==> src/hw/rtl/assert_macros.svh <==
// Assertion macros shared by the RTL. They compile to nothing in synthesis.
`ifndef ASSERT_MACROS_SVH
`define ASSERT_MACROS_SVH
`ifndef SYNTHESIS
`define MQSR_ASSERT(lbl, cond, msg) \
	lbl: assert property (@(posedge clk) disable iff (!arst_n) (cond)) else $error(msg);
`define MQSR_ASSERT_IMPL(lbl, ante, cons, msg) \
	lbl: assert property (@(posedge clk) disable iff (!arst_n) (ante) |-> (cons)) else $error(msg);
`define MQSR_ASSERT_NEXT(lbl, ante, cons, msg) \
	lbl: assert property (@(posedge clk) disable iff (!arst_n) (ante) |=> (cons)) else $error(msg);
`else
`define MQSR_ASSERT(lbl, cond, msg)
`define MQSR_ASSERT_IMPL(lbl, ante, cons, msg)
`define MQSR_ASSERT_NEXT(lbl, ante, cons, msg)
`endif
`endif

==> src/hw/rtl/mqsr_pkg.sv <==
// ----------------------------------------------------------------------------
// mqsr_pkg
// Types and codes of the mailbox queue with selective receive.
// ----------------------------------------------------------------------------
`default_nettype none
package mqsr_pkg;
	localparam int PROC_COUNT_DEF = 64;
	localparam int POOL_DEPTH_DEF = 64;

	localparam logic [1:0] CMD_SEND  = 2'd0;
	localparam logic [1:0] CMD_CHECK = 2'd1;
	localparam logic [1:0] CMD_FLUSH = 2'd2;

	localparam logic [1:0] ST_OK     = 2'd0;
	localparam logic [1:0] ST_NO_MSG = 2'd1;
	localparam logic [1:0] ST_FULL   = 2'd2;

	typedef struct packed {
		logic [5:0]  box;
		logic [5:0]  sender;
		logic [30:0] id;
		logic [7:0]  op;
	} msg_t;

	typedef enum logic [1:0] {
		S_IDLE,
		S_SCAN,
		S_OUT
	} state_t;
endpackage
`default_nettype wire

==> src/hw/rtl/mqsr_cell.sv <==
// ----------------------------------------------------------------------------
// mqsr_cell
// One message slot of the age-ordered chain; compares itself to the search key.
// ----------------------------------------------------------------------------
`default_nettype none
module mqsr_cell (
	input  wire logic            clk,
	input  wire logic            load,
	input  wire logic            shift,
	input  wire mqsr_pkg::msg_t  din,
	input  wire mqsr_pkg::msg_t  nxt,
	input  wire logic [5:0]      key_box,
	input  wire logic [5:0]      key_sender,
	input  wire logic            key_any,
	output mqsr_pkg::msg_t       q,
	output logic                 match
);
	mqsr_pkg::msg_t msg_q;

	// A removal moves every younger message one slot toward the head.
	always_ff @(posedge clk) begin
		if (load) begin
			msg_q <= din;
		end else if (shift) begin
			msg_q <= nxt;
		end
	end

	assign q     = msg_q;
	assign match = (msg_q.box == key_box) && (key_any || (msg_q.sender == key_sender));
endmodule
`default_nettype wire

==> config.mk <==
export PLATFORM = sky130hd
export DESIGN_NAME = mqsr_cell
export DESIGN_NICKNAME = d
export VERILOG_FILES = /design/src/hw/rtl/assert_macros.svh /design/src/hw/rtl/mqsr_pkg.sv /design/src/hw/rtl/mqsr_cell.sv
export SDC_FILE = /design/constraint.sdc
export NUM_CORES = 1
export LEC_CHECK = 0
export BUFFER_PORTS_ARGS = -buffer_cell sky130_fd_sc_hd__buf_2
export CORE_UTILIZATION = 25
export DETAILED_ROUTE_END_ITERATION = 8
export GPL_TIMING_DRIVEN = 0
export MAX_ROUTING_LAYER = met4
export PLACE_DENSITY_LB_ADDON = 0.12
export RECOVER_POWER = 50
export SYNTH_ARGS = -nofsm -noshare
export SYNTH_HDL_FRONTEND = slang
export SYNTH_SLANG_ARGS = --single-unit
==> constraint.sdc <==
create_clock -name clk -period 1.54 [get_ports clk]
set_input_delay 0.154 -clock clk [delete_from_list [all_inputs] [get_ports clk]]
set_output_delay 0.154 -clock clk [all_outputs]
set_load 0.02 [all_outputs]
==> out/metrics.yaml, run 1 <==
status: "finished, violations left"
failed_checks: "setup timing"
cts.sinks: 51
synth_top_area_share_pct: 67.4
cap_violations: 0
synth.cell_area_sq_um: 2270
yosys_warnings: 0
vias: 1742
clkTransAtPathRegs_ps: 90
synth.distinct_cells: 10
finalCritPeriodShare_pct: 118
rsz0062_at_grt: "yes"
start_util_pct: 25.9
yosysTopAreaCell: "edfxtp_1"
post-route-drc-count: 0
postCtsSetupBuffers: 0
placed_cell_area_sq_um: 3260
cts_inserted_buffers: 5
core_area_sq_um: 8760
setup_viol: 1
synth-seq-cells: 51
hold_class: "in -> reg"
grt_antenna_before_repair: 0
final_cell_mix: "buf_2 (119), clkbuf_1 (55), mux2_2 (51), edfxtp_1 (51)"
synth_seq_area_share_pct: 67.4
cts_max_level: 2
cts_tree: "done"
ctsLongestPathBuffers: 2
postRouteAntennaNets: 0
grt_pass1_wl_um: 8820
drt-wirelength-per-cell_um: 14.0
ioPinCount: 170
layout-drive-gt1-share_pct: 59.9
routed_wl_um: 5740
cp-end-kind: "output pin"
required_ps: 1390
critical_path.startpoint: "q[43]"
grt_overflow_total: 0
first_iter_violations: 29
avgViaCountPerCell: 4.25
port_buffers: 168
cp_max_fo: 2
synthCells: 125
die_height_um: 97.3
worst_slew_pin_slew_ps: 587
chipWidth_um: 97.3
max_slew_margin_pct: 60.8
drtPass1Iterations: 4
grt_usage_pct: 12.5
syn_area_per_cell_sq_um: 18.2
critPathKind: "reg -> out"
grt_pass1_vias: 1770
place_ws_ps: -370
synth_nets: 243
final_common_cell: "buf_2"
vdd_drop_max_v: 0.000352
nets: 419
power_leakage_nw: 1.35
finalHoldViolations: 0
setup_slack_ps: -272
insertedDiodeCount: 0
largest_reg_flops: 51
arrival_ps: 1660
rows: 34
finalInstanceArea_sq_um: 3290
gp_congestion: 0.682
hpwlAfterDp_um: 4250
grt_max_degree: 27
dieArea_sq_um: 9470
area_growth_pct: 45.0
hold_path.startpoint: "nxt[33]"
maxSlewViolCount: 0
cts_root_buf: "clkbuf_8"
start_kind: "flip-flop"
powerDensity_nw_per_um2: 970
synthTopCellsByArea: "edfxtp_1 (67%), mux2_2 (25%), xnor2_1 (2.3%), xor2_1 (2.3%), buf_2 (1.1%)"
period_needed_ps: 1810
max_freq_mhz: 552
## layout make-up
type | instances | area (sq um)
well taps | 108 | 135
flip-flops and latches | 51 | 1530
plain buffers | 6 | 25.0
multi-input cells | 69 | 737
repair buffers | 168 | 782
clock inverters | 1 | 5.00
clock buffers | 7 | 76.3
fillers | 879 | 5470
## metal layers
layer / vias up / wire [um] / global-route usage [%]
met1: 815 / 2360 / 15.0
met3: 9 / 326 / 2.37
li1: 834 / - / -
met5: - / 0 / -
met4: 0 / 123 / 4.52
met2: 84 / 2930 / 20.9
## cell families after synthesis
kind of cell / count (synthesis) / share of synthesized area (%)
mux: 51 / 25.3
simple gates: 4 / 1.10
flops: 51 / 67.4
xor+xnor: 12 / 4.63
compound gates: 1 / 0.276
buf+inv: 6 / 1.27
## through the flow
step	utilization, %	setup TNS [ps]	hold WS [ps]	power, mW	instances
6_report	37.6	-272	147	3.19	410
4_1_cts	38.3	-372	136	3.28	410
3_3_place_gp	37.3	-18560	456	2.51	401
5_1_grt	37.6	-424	139	3.35	410
2_1_floorplan	-	-105	374	2.19	125
3_5_place_dp	37.3	-18820	459	2.52	401
## timing repair
item,CTS,global route
endpoints found under the hold margin,0,0
gates cloned,1,0
pin swaps,4,2
hold buffers,0,0
endpoints found under the setup margin,52,1
gates resized for setup,2,0
## final timing paths
path  endpoint  cells after the start  slack (ps)
min      q[33]                      2         150
max      match                      5        -270
## cells in the mapped netlist (all sizes together)
master and n:
xnor2 6, or2 1, xor2 6, edfxtp 51, nor4 2, mux2 51
clkbuf 1, nand4 1, a31oi 1, buf 5
## worst max-delay path, stage by stage (launching register included)
cell	delay, ps
edfxtp_1	410
xor2_1	150
nor4_1	290
a31oi_1	180
nor4_4	150
buf_4	170
## power breakdown
group	leakage, nW	switching, mW	internal (mW)
logic	0.790	0.394	0.290
registers	0.520	0.0528	1.70
clock network	0.0422	0.433	0.320
Power figures use the tool's default switching activity.
==> inputs of run 2 (changes only) <==
--- a/config.mk
+++ b/config.mk
@@ -5,6 +5,7 @@
 export SDC_FILE = /design/constraint.sdc
 export NUM_CORES = 1
 export LEC_CHECK = 0
+export ABC_AREA = 1
 export BUFFER_PORTS_ARGS = -buffer_cell sky130_fd_sc_hd__buf_2
 export CORE_UTILIZATION = 25
 export DETAILED_ROUTE_END_ITERATION = 8
@@ -12,6 +13,8 @@
 export MAX_ROUTING_LAYER = met4
 export PLACE_DENSITY_LB_ADDON = 0.12
 export RECOVER_POWER = 50
+export SKIP_LAST_GASP = 1
+export SLEW_MARGIN = 40
 export SYNTH_ARGS = -nofsm -noshare
 export SYNTH_HDL_FRONTEND = slang
 export SYNTH_SLANG_ARGS = --single-unit
==> out/metrics.yaml, run 2 <==
hpwlAfterDp_um: 5030  # was 4250 um
die_height_um: 101  # was 97.3 um
avgViaCountPerCell: 3.98  # was 4.25
routed_wl_um: 6540  # was 5740 um
cts.sinks: 51  # unchanged
cts_tree: "done"  # unchanged
finalCritPeriodShare_pct: 98.8  # was 118%
arrival_ps: 1370  # was 1660 ps
vdd_drop_max_v: 0.000435  # was 0.000352 V
synth_seq_area_share_pct: 62.0  # was 67.4%
setup_viol: 0  # was 1
max_freq_mhz: 657  # was 552 MHz
critPathKind: "reg -> out"  # unchanged
gp_congestion: 0.678  # was 0.682
core_area_sq_um: 9420  # was 8760 sq um
synth_edf_count: 51  # unchanged
grt_pass1_vias: 2094  # was 1,770
required_ps: 1390  # about the same
nets: 574  # was 419
first_iter_violations: 54  # was 29
finalHoldViolations: 0  # unchanged
synthTopCellsByArea: "edfxtp_1 (62%), nand2_1 (27%), inv_1 (3.0%), buf_6 (2.3%), buf_4 (1.8%)"  # was edfxtp_1 (67%), mux2_2 (25%), xnor2_1 (2.3%), xor2_1 (2.3%), buf_2 (1.1%)
ys_async_sr_fraction_pct: 0  # unchanged
maxSlewViolCount: 0  # unchanged
p_total_mw: 3.40  # was 3.19 mW
synthCells: 280  # was 125
yosys_warnings: 0  # unchanged
chipWidth_um: 101  # was 97.3 um
cp-end-kind: "output pin"  # unchanged
port_buffers: 168  # unchanged
largest_reg_flops: 51  # unchanged
fin_tns_setup_ps: 0  # was -272 ps
cts_root_buf: "clkbuf_8"  # unchanged
syn_area_per_cell_sq_um: 8.82  # was 18.2 sq um
worst_slew_pin_slew_ps: 734  # was 587 ps
cts_hold_buf: 0  # unchanged
synth.cell_area_sq_um: 2470  # was 2270 sq um
insertedDiodeCount: 0  # unchanged
postRouteAntennaNets: 0  # unchanged
synth_most_common_cell: "nand2_1"
cp_max_fo: 3  # was 2
cap_violations: 0  # unchanged
clkTransAtPathRegs_ps: 90  # about the same
drt-wirelength-per-cell_um: 11.2  # was 14.0 um
start_kind: "flip-flop"  # unchanged
layout-drive-gt1-share_pct: 35.5  # was 59.9%
synth_top_area_share_pct: 62.0  # was 67.4%
synth.distinct_cells: 12  # was 10
max_slew_margin_pct: 51.0  # was 60.8%
ioPinCount: 170  # unchanged
synth-seq-cells: 51  # unchanged
area_growth_pct: 42.2  # was 45.0%
cts_inserted_buffers: 5  # unchanged
dieArea_sq_um: 10300  # was 9470 sq um
post-route-drc-count: 0  # unchanged
grt_antenna_before_repair: 0  # unchanged
rows: 35  # was 34
netlist_top_cells_count: "nand2_1 (180), edfxtp_1 (51), inv_1 (20)"  # was edfxtp_1 (51), mux2_2 (51), xnor2_1 (6), xor2_1 (6), buf_2 (5)
cts_max_level: 2  # unchanged
status: "completed"  # was finished, violations left
rsz0062_at_grt: "yes"  # unchanged
ys.flop_type: "edfxtp_1"  # unchanged
hold_class: "in -> reg"  # unchanged
ctsLongestPathBuffers: 2  # unchanged
utilization_pct: 37.3  # was 37.6%
final_cell_mix: "nand2_1 (180), buf_2 (142), edfxtp_1 (51)"  # was buf_2 (119), clkbuf_1 (55), mux2_2 (51), edfxtp_1 (51)
drtPass1Iterations: 4  # unchanged
yosysTopAreaCell: "edfxtp_1"  # unchanged
grt_pass1_wl_um: 9600  # was 8820 um
grt_usage_pct: 12.6  # was 12.5%
grt_overflow_total: 0  # unchanged
grt_max_degree: 52  # was 27
power_leakage_nw: 1.89  # was 1.35 nW
synth_nets: 398  # was 243
start_util_pct: 26.2  # was 25.9%
vias: 2330  # was 1,742
period_needed_ps: 1520  # was 1810 ps
final_common_cell: "nand2_1"  # was buf_2
powerDensity_nw_per_um2: 967  # was 970 nW/um^2
[run 2: metal layers]
| layer | vias to the layer above | GRT usage, % | routed length, um |
|---|---|---|---|
| met5 | - | - | 0 |
| met4 | 0 | 4.24 | 44 |
| met3 | 6 | 3.80 | 563 |
| met2 | 99 | 21.5 | 3220 |
| met1 | 1011 | 14.1 | 2710 |
| li1 | 1214 | - | - |
[run 2: final cells by class]
type                       count  area, sq um
multi-input combinational    197          756
sequential                    51         1530
inverter                      21         80.1
clock inverter                 1         30.0
clock buffer                   6         72.6
tap                          129          161
fill                        1024         5900
buffer                        11         62.6
timing repair buffer         169          820
[run 2: path summary, 6_finish.rpt]
kind | startpoint | endpoint | slack (ps) | cells after the start
setup / recovery | q[39] | match | 20 | 6
hold / removal | nxt[18] | q[18] | 110 | 3
[run 2: where the power goes]
| group | total [mW] | internal, mW | switching [mW] |
|---|---|---|---|
| Clock | 0.909 | 0.477 | 0.432 |
| Sequential | 1.76 | 1.71 | 0.0520 |
| Combinational | 0.733 | 0.272 | 0.461 |
| Total | 3.40 | 2.45 | 0.945 |
[run 2: kinds of logic (layout without fill, tap and decap cells)]
| logic type | count (synthesis) | after routing | share of synthesized area, % |
|---|---|---|---|
| and+or+nand+nor | 195 | 195 | 29.9 |
| AOI/OAI and AO/OA | 1 | 1 | 0.202 |
| buffers and inverters | 32 | 208 | 7.50 |
| DFF | 51 | 51 | 62.0 |
| xor gates and xnor gates | 1 | 1 | 0.355 |
[run 2: stage by stage]
stage               worst slack (ps)  instances  hold slack (ps)  cell area, sq um
CTS                            -20.5        585              102              3580
floorplan                        159        280              333              2470
finish                          18.1        585              111              3510
global placement                -220        577              416              3470
global route                   -69.4        585              108              3510
detailed placement               156        577              422              3470
[run 2: critical path, cell delays in order, from the launching register on]
cell and delay, ps:
edfxtp_1 410, nand2_1 90, nand2_1 50, nor2_1 120
nand3_1 100, a21oi_1 150, buf_4 160
[run 2: timing repair]
item	CTS	global route
hold endpoints to repair	0	0
resized for setup	0	1
cloned	0	0
setup buffers	1	0
setup endpoints to repair	1	1
pin swaps	2	0
==> inputs of run 3 (changes only) <==
==> constraint.sdc (replaced) <==
create_clock -name clk -period 1.9 [get_ports clk]
set_input_delay 0.19 -clock clk [delete_from_list [all_inputs] [get_ports clk]]
set_output_delay 0.19 -clock clk [all_outputs]
set_load 0.02 [all_outputs]
==> out/metrics.yaml, run 3 (synthesis gave the netlist of run 2 again) <==
p_switching_uw: 759  # was 945 uW
arrival_ps: 1380  # was 1370 ps
slowest_stage: "edfxtp_1"  # unchanged
clkTransAtPathRegs_ps: 90  # about the same
worst_slew_pin_slew_ps: 728  # was 734 ps
powerDensity_nw_per_um2: 785  # was 967 nW/um^2
cts_hold_buf: 0  # unchanged
finalHoldViolations: 0  # unchanged
cts.sinks: 51  # unchanged
maxSlewViolCount: 0  # unchanged
hold_path.startpoint: "nxt[18]"  # unchanged
drtPass1Iterations: 4  # unchanged
grt_usage_pct: 12.6  # unchanged
nets: 573  # was 574
rows: 35  # unchanged
grt_overflow_total: 0  # unchanged
grt_pass1_vias: 2094  # unchanged
avgViaCountPerCell: 3.99  # was 3.98
period_needed_ps: 1570
vias: 2328  # was 2,330
placed_cell_area_sq_um: 3470  # unchanged
cp-end-kind: "output pin"  # unchanged
final_cell_mix: "nand2_1 (180), buf_2 (142), edfxtp_1 (51)"  # unchanged
hold_class: "in -> reg"  # unchanged
die_height_um: 101  # unchanged
ioPinCount: 170  # unchanged
status: "completed"  # unchanged
cts_tree: "done"  # unchanged
p_int_mw: 1.98  # was 2.45 mW
gp_congestion: 0.678  # unchanged
seqPwrFrac_pct: 51.9  # was 51.7%
vdd_drop_max_v: 0.000348  # was 0.000435 V
cp_max_fo: 3  # unchanged
area_growth_pct: 41.5  # was 42.2%
start_util_pct: 26.2  # unchanged
swShare_pct: 27.7  # was 27.8%
post-route-drc-count: 0  # unchanged
drt-wirelength-per-cell_um: 11.1  # was 11.2 um
postCtsSetupBuffers: 0  # was 1
critPathKind: "reg -> out"  # unchanged
cts_max_level: 2  # unchanged
utilization_pct: 37.1  # was 37.3%
dp.cells: 577  # unchanged
cts_inserted_buffers: 5  # unchanged
max_slew_margin_pct: 51.5  # was 51.0%
finalInstanceArea_sq_um: 3500  # was 3510 sq um
required_ps: 1710  # was 1390 ps
fin_tns_setup_ps: 0  # unchanged
core_area_sq_um: 9420  # unchanged
grt_antenna_before_repair: 0  # unchanged
hpwlAfterDp_um: 5030  # unchanged
layoutNonFillerInstCount: 584  # was 585
pwr-share-clk_pct: 26.6  # was 26.7%
dieArea_sq_um: 10300  # unchanged
cts_root_buf: "clkbuf_8"  # unchanged
comb_power_share_pct: 21.4  # was 21.6%
chipWidth_um: 101  # unchanged
max_stage_delay_ps: 420  # was 410 ps
rsz0062_at_grt: "no"  # was yes
final_common_cell: "nand2_1"  # unchanged
largest_reg_flops: 51  # unchanged
ctsResizeCount: 0  # unchanged
max_freq_mhz: 637
hold_depth: 3  # unchanged
port_buffers: 168  # unchanged
routed_wl_um: 6490  # was 6540 um
cap_violations: 0  # unchanged
critPathMostFrequentCell: "nand2_1"  # unchanged
crit_chain: "nand2_1 -> nand2_1 -> nor2_1 -> nand3_1 -> a21oi_1 -> buf_2"  # was nand2_1 -> nand2_1 -> nor2_1 -> nand3_1 -> a21oi_1 -> buf_4
min_to: "q[18]"  # unchanged
insertedDiodeCount: 0  # unchanged
grt_max_degree: 52  # unchanged
p_total_mw: 2.74  # was 3.40 mW
layout-drive-gt1-share_pct: 34.1  # was 35.5%
power_leakage_nw: 1.87  # was 1.89 nW
finalCritPeriodShare_pct: 82.6
ctsLongestPathBuffers: 2  # unchanged
start_kind: "flip-flop"  # unchanged
grt_pass1_wl_um: 9600  # unchanged
first_iter_violations: 54  # unchanged
setup_viol: 0  # unchanged
postRouteAntennaNets: 0  # unchanged
## run 3: cell count changes in the layout (fill, tap and decap cells not counted), sizes merged
cell,previous run,this run
clkbuf,38,39
buf,148,146
## run 3: power by group through the flow
stage | Clock, mW | Sequential (mW) | Combinational (mW)
after floorplan | 0 | 1.61 | 0.180
after global placement | 0 | 1.44 | 0.621
after detailed placement | 0 | 1.45 | 0.629
after CTS | 0.764 | 1.43 | 0.630
after global routing | 0.804 | 1.44 | 0.654
final | 0.731 | 1.42 | 0.588
## run 3: final cells by class
type / count / area (sq um)
Buffer: 11 / 56.3
Clock buffer: 6 / 72.6
Clock inverter: 1 / 30.0
Fill cell: 1022 / 5920
Inverter: 21 / 80.1
Multi-Input combinational cell: 197 / 756
Sequential cell: 51 / 1530
Tap cell: 129 / 161
Timing Repair Buffer: 168 / 808
## run 3: routing by layer
metal	up-vias	GRT usage, %	part of all wire, %
met4	0	4.24	0.97
met3	6	3.80	8.6
li1	1212	-	-
met2	103	21.5	49
met5	-	-	0
met1	1007	14.1	41
## run 3: through the flow
stage	hold slack (ps)	worst slack, ps
after detailed placement	458	480
after global routing	144	244
after CTS	138	297
after floorplan	369	483
final	149	331
after global placement	452	104
## run 3: critical path, delay by kind of cell (launching register included)
kind,cells,cell delay [ps]
flip-flops,1,420
AND/OR/NAND/NOR,4,370
buffers and inverters,1,180
AO/OA/AOI/OAI,1,130
## run 3: worst max path at each step
stage | cells after the start | from | endpoint | slack (ps)
4_1_cts | 6 | q[44] | match | 300
5_1_grt | 6 | q[44] | match | 240
3_5_place_dp | 2 | load | q[40] | 480
2_1_floorplan | 2 | load | q[0] | 480
6_report | 6 | q[44] | match | 330
3_3_place_gp | 2 | load | q[40] | 100
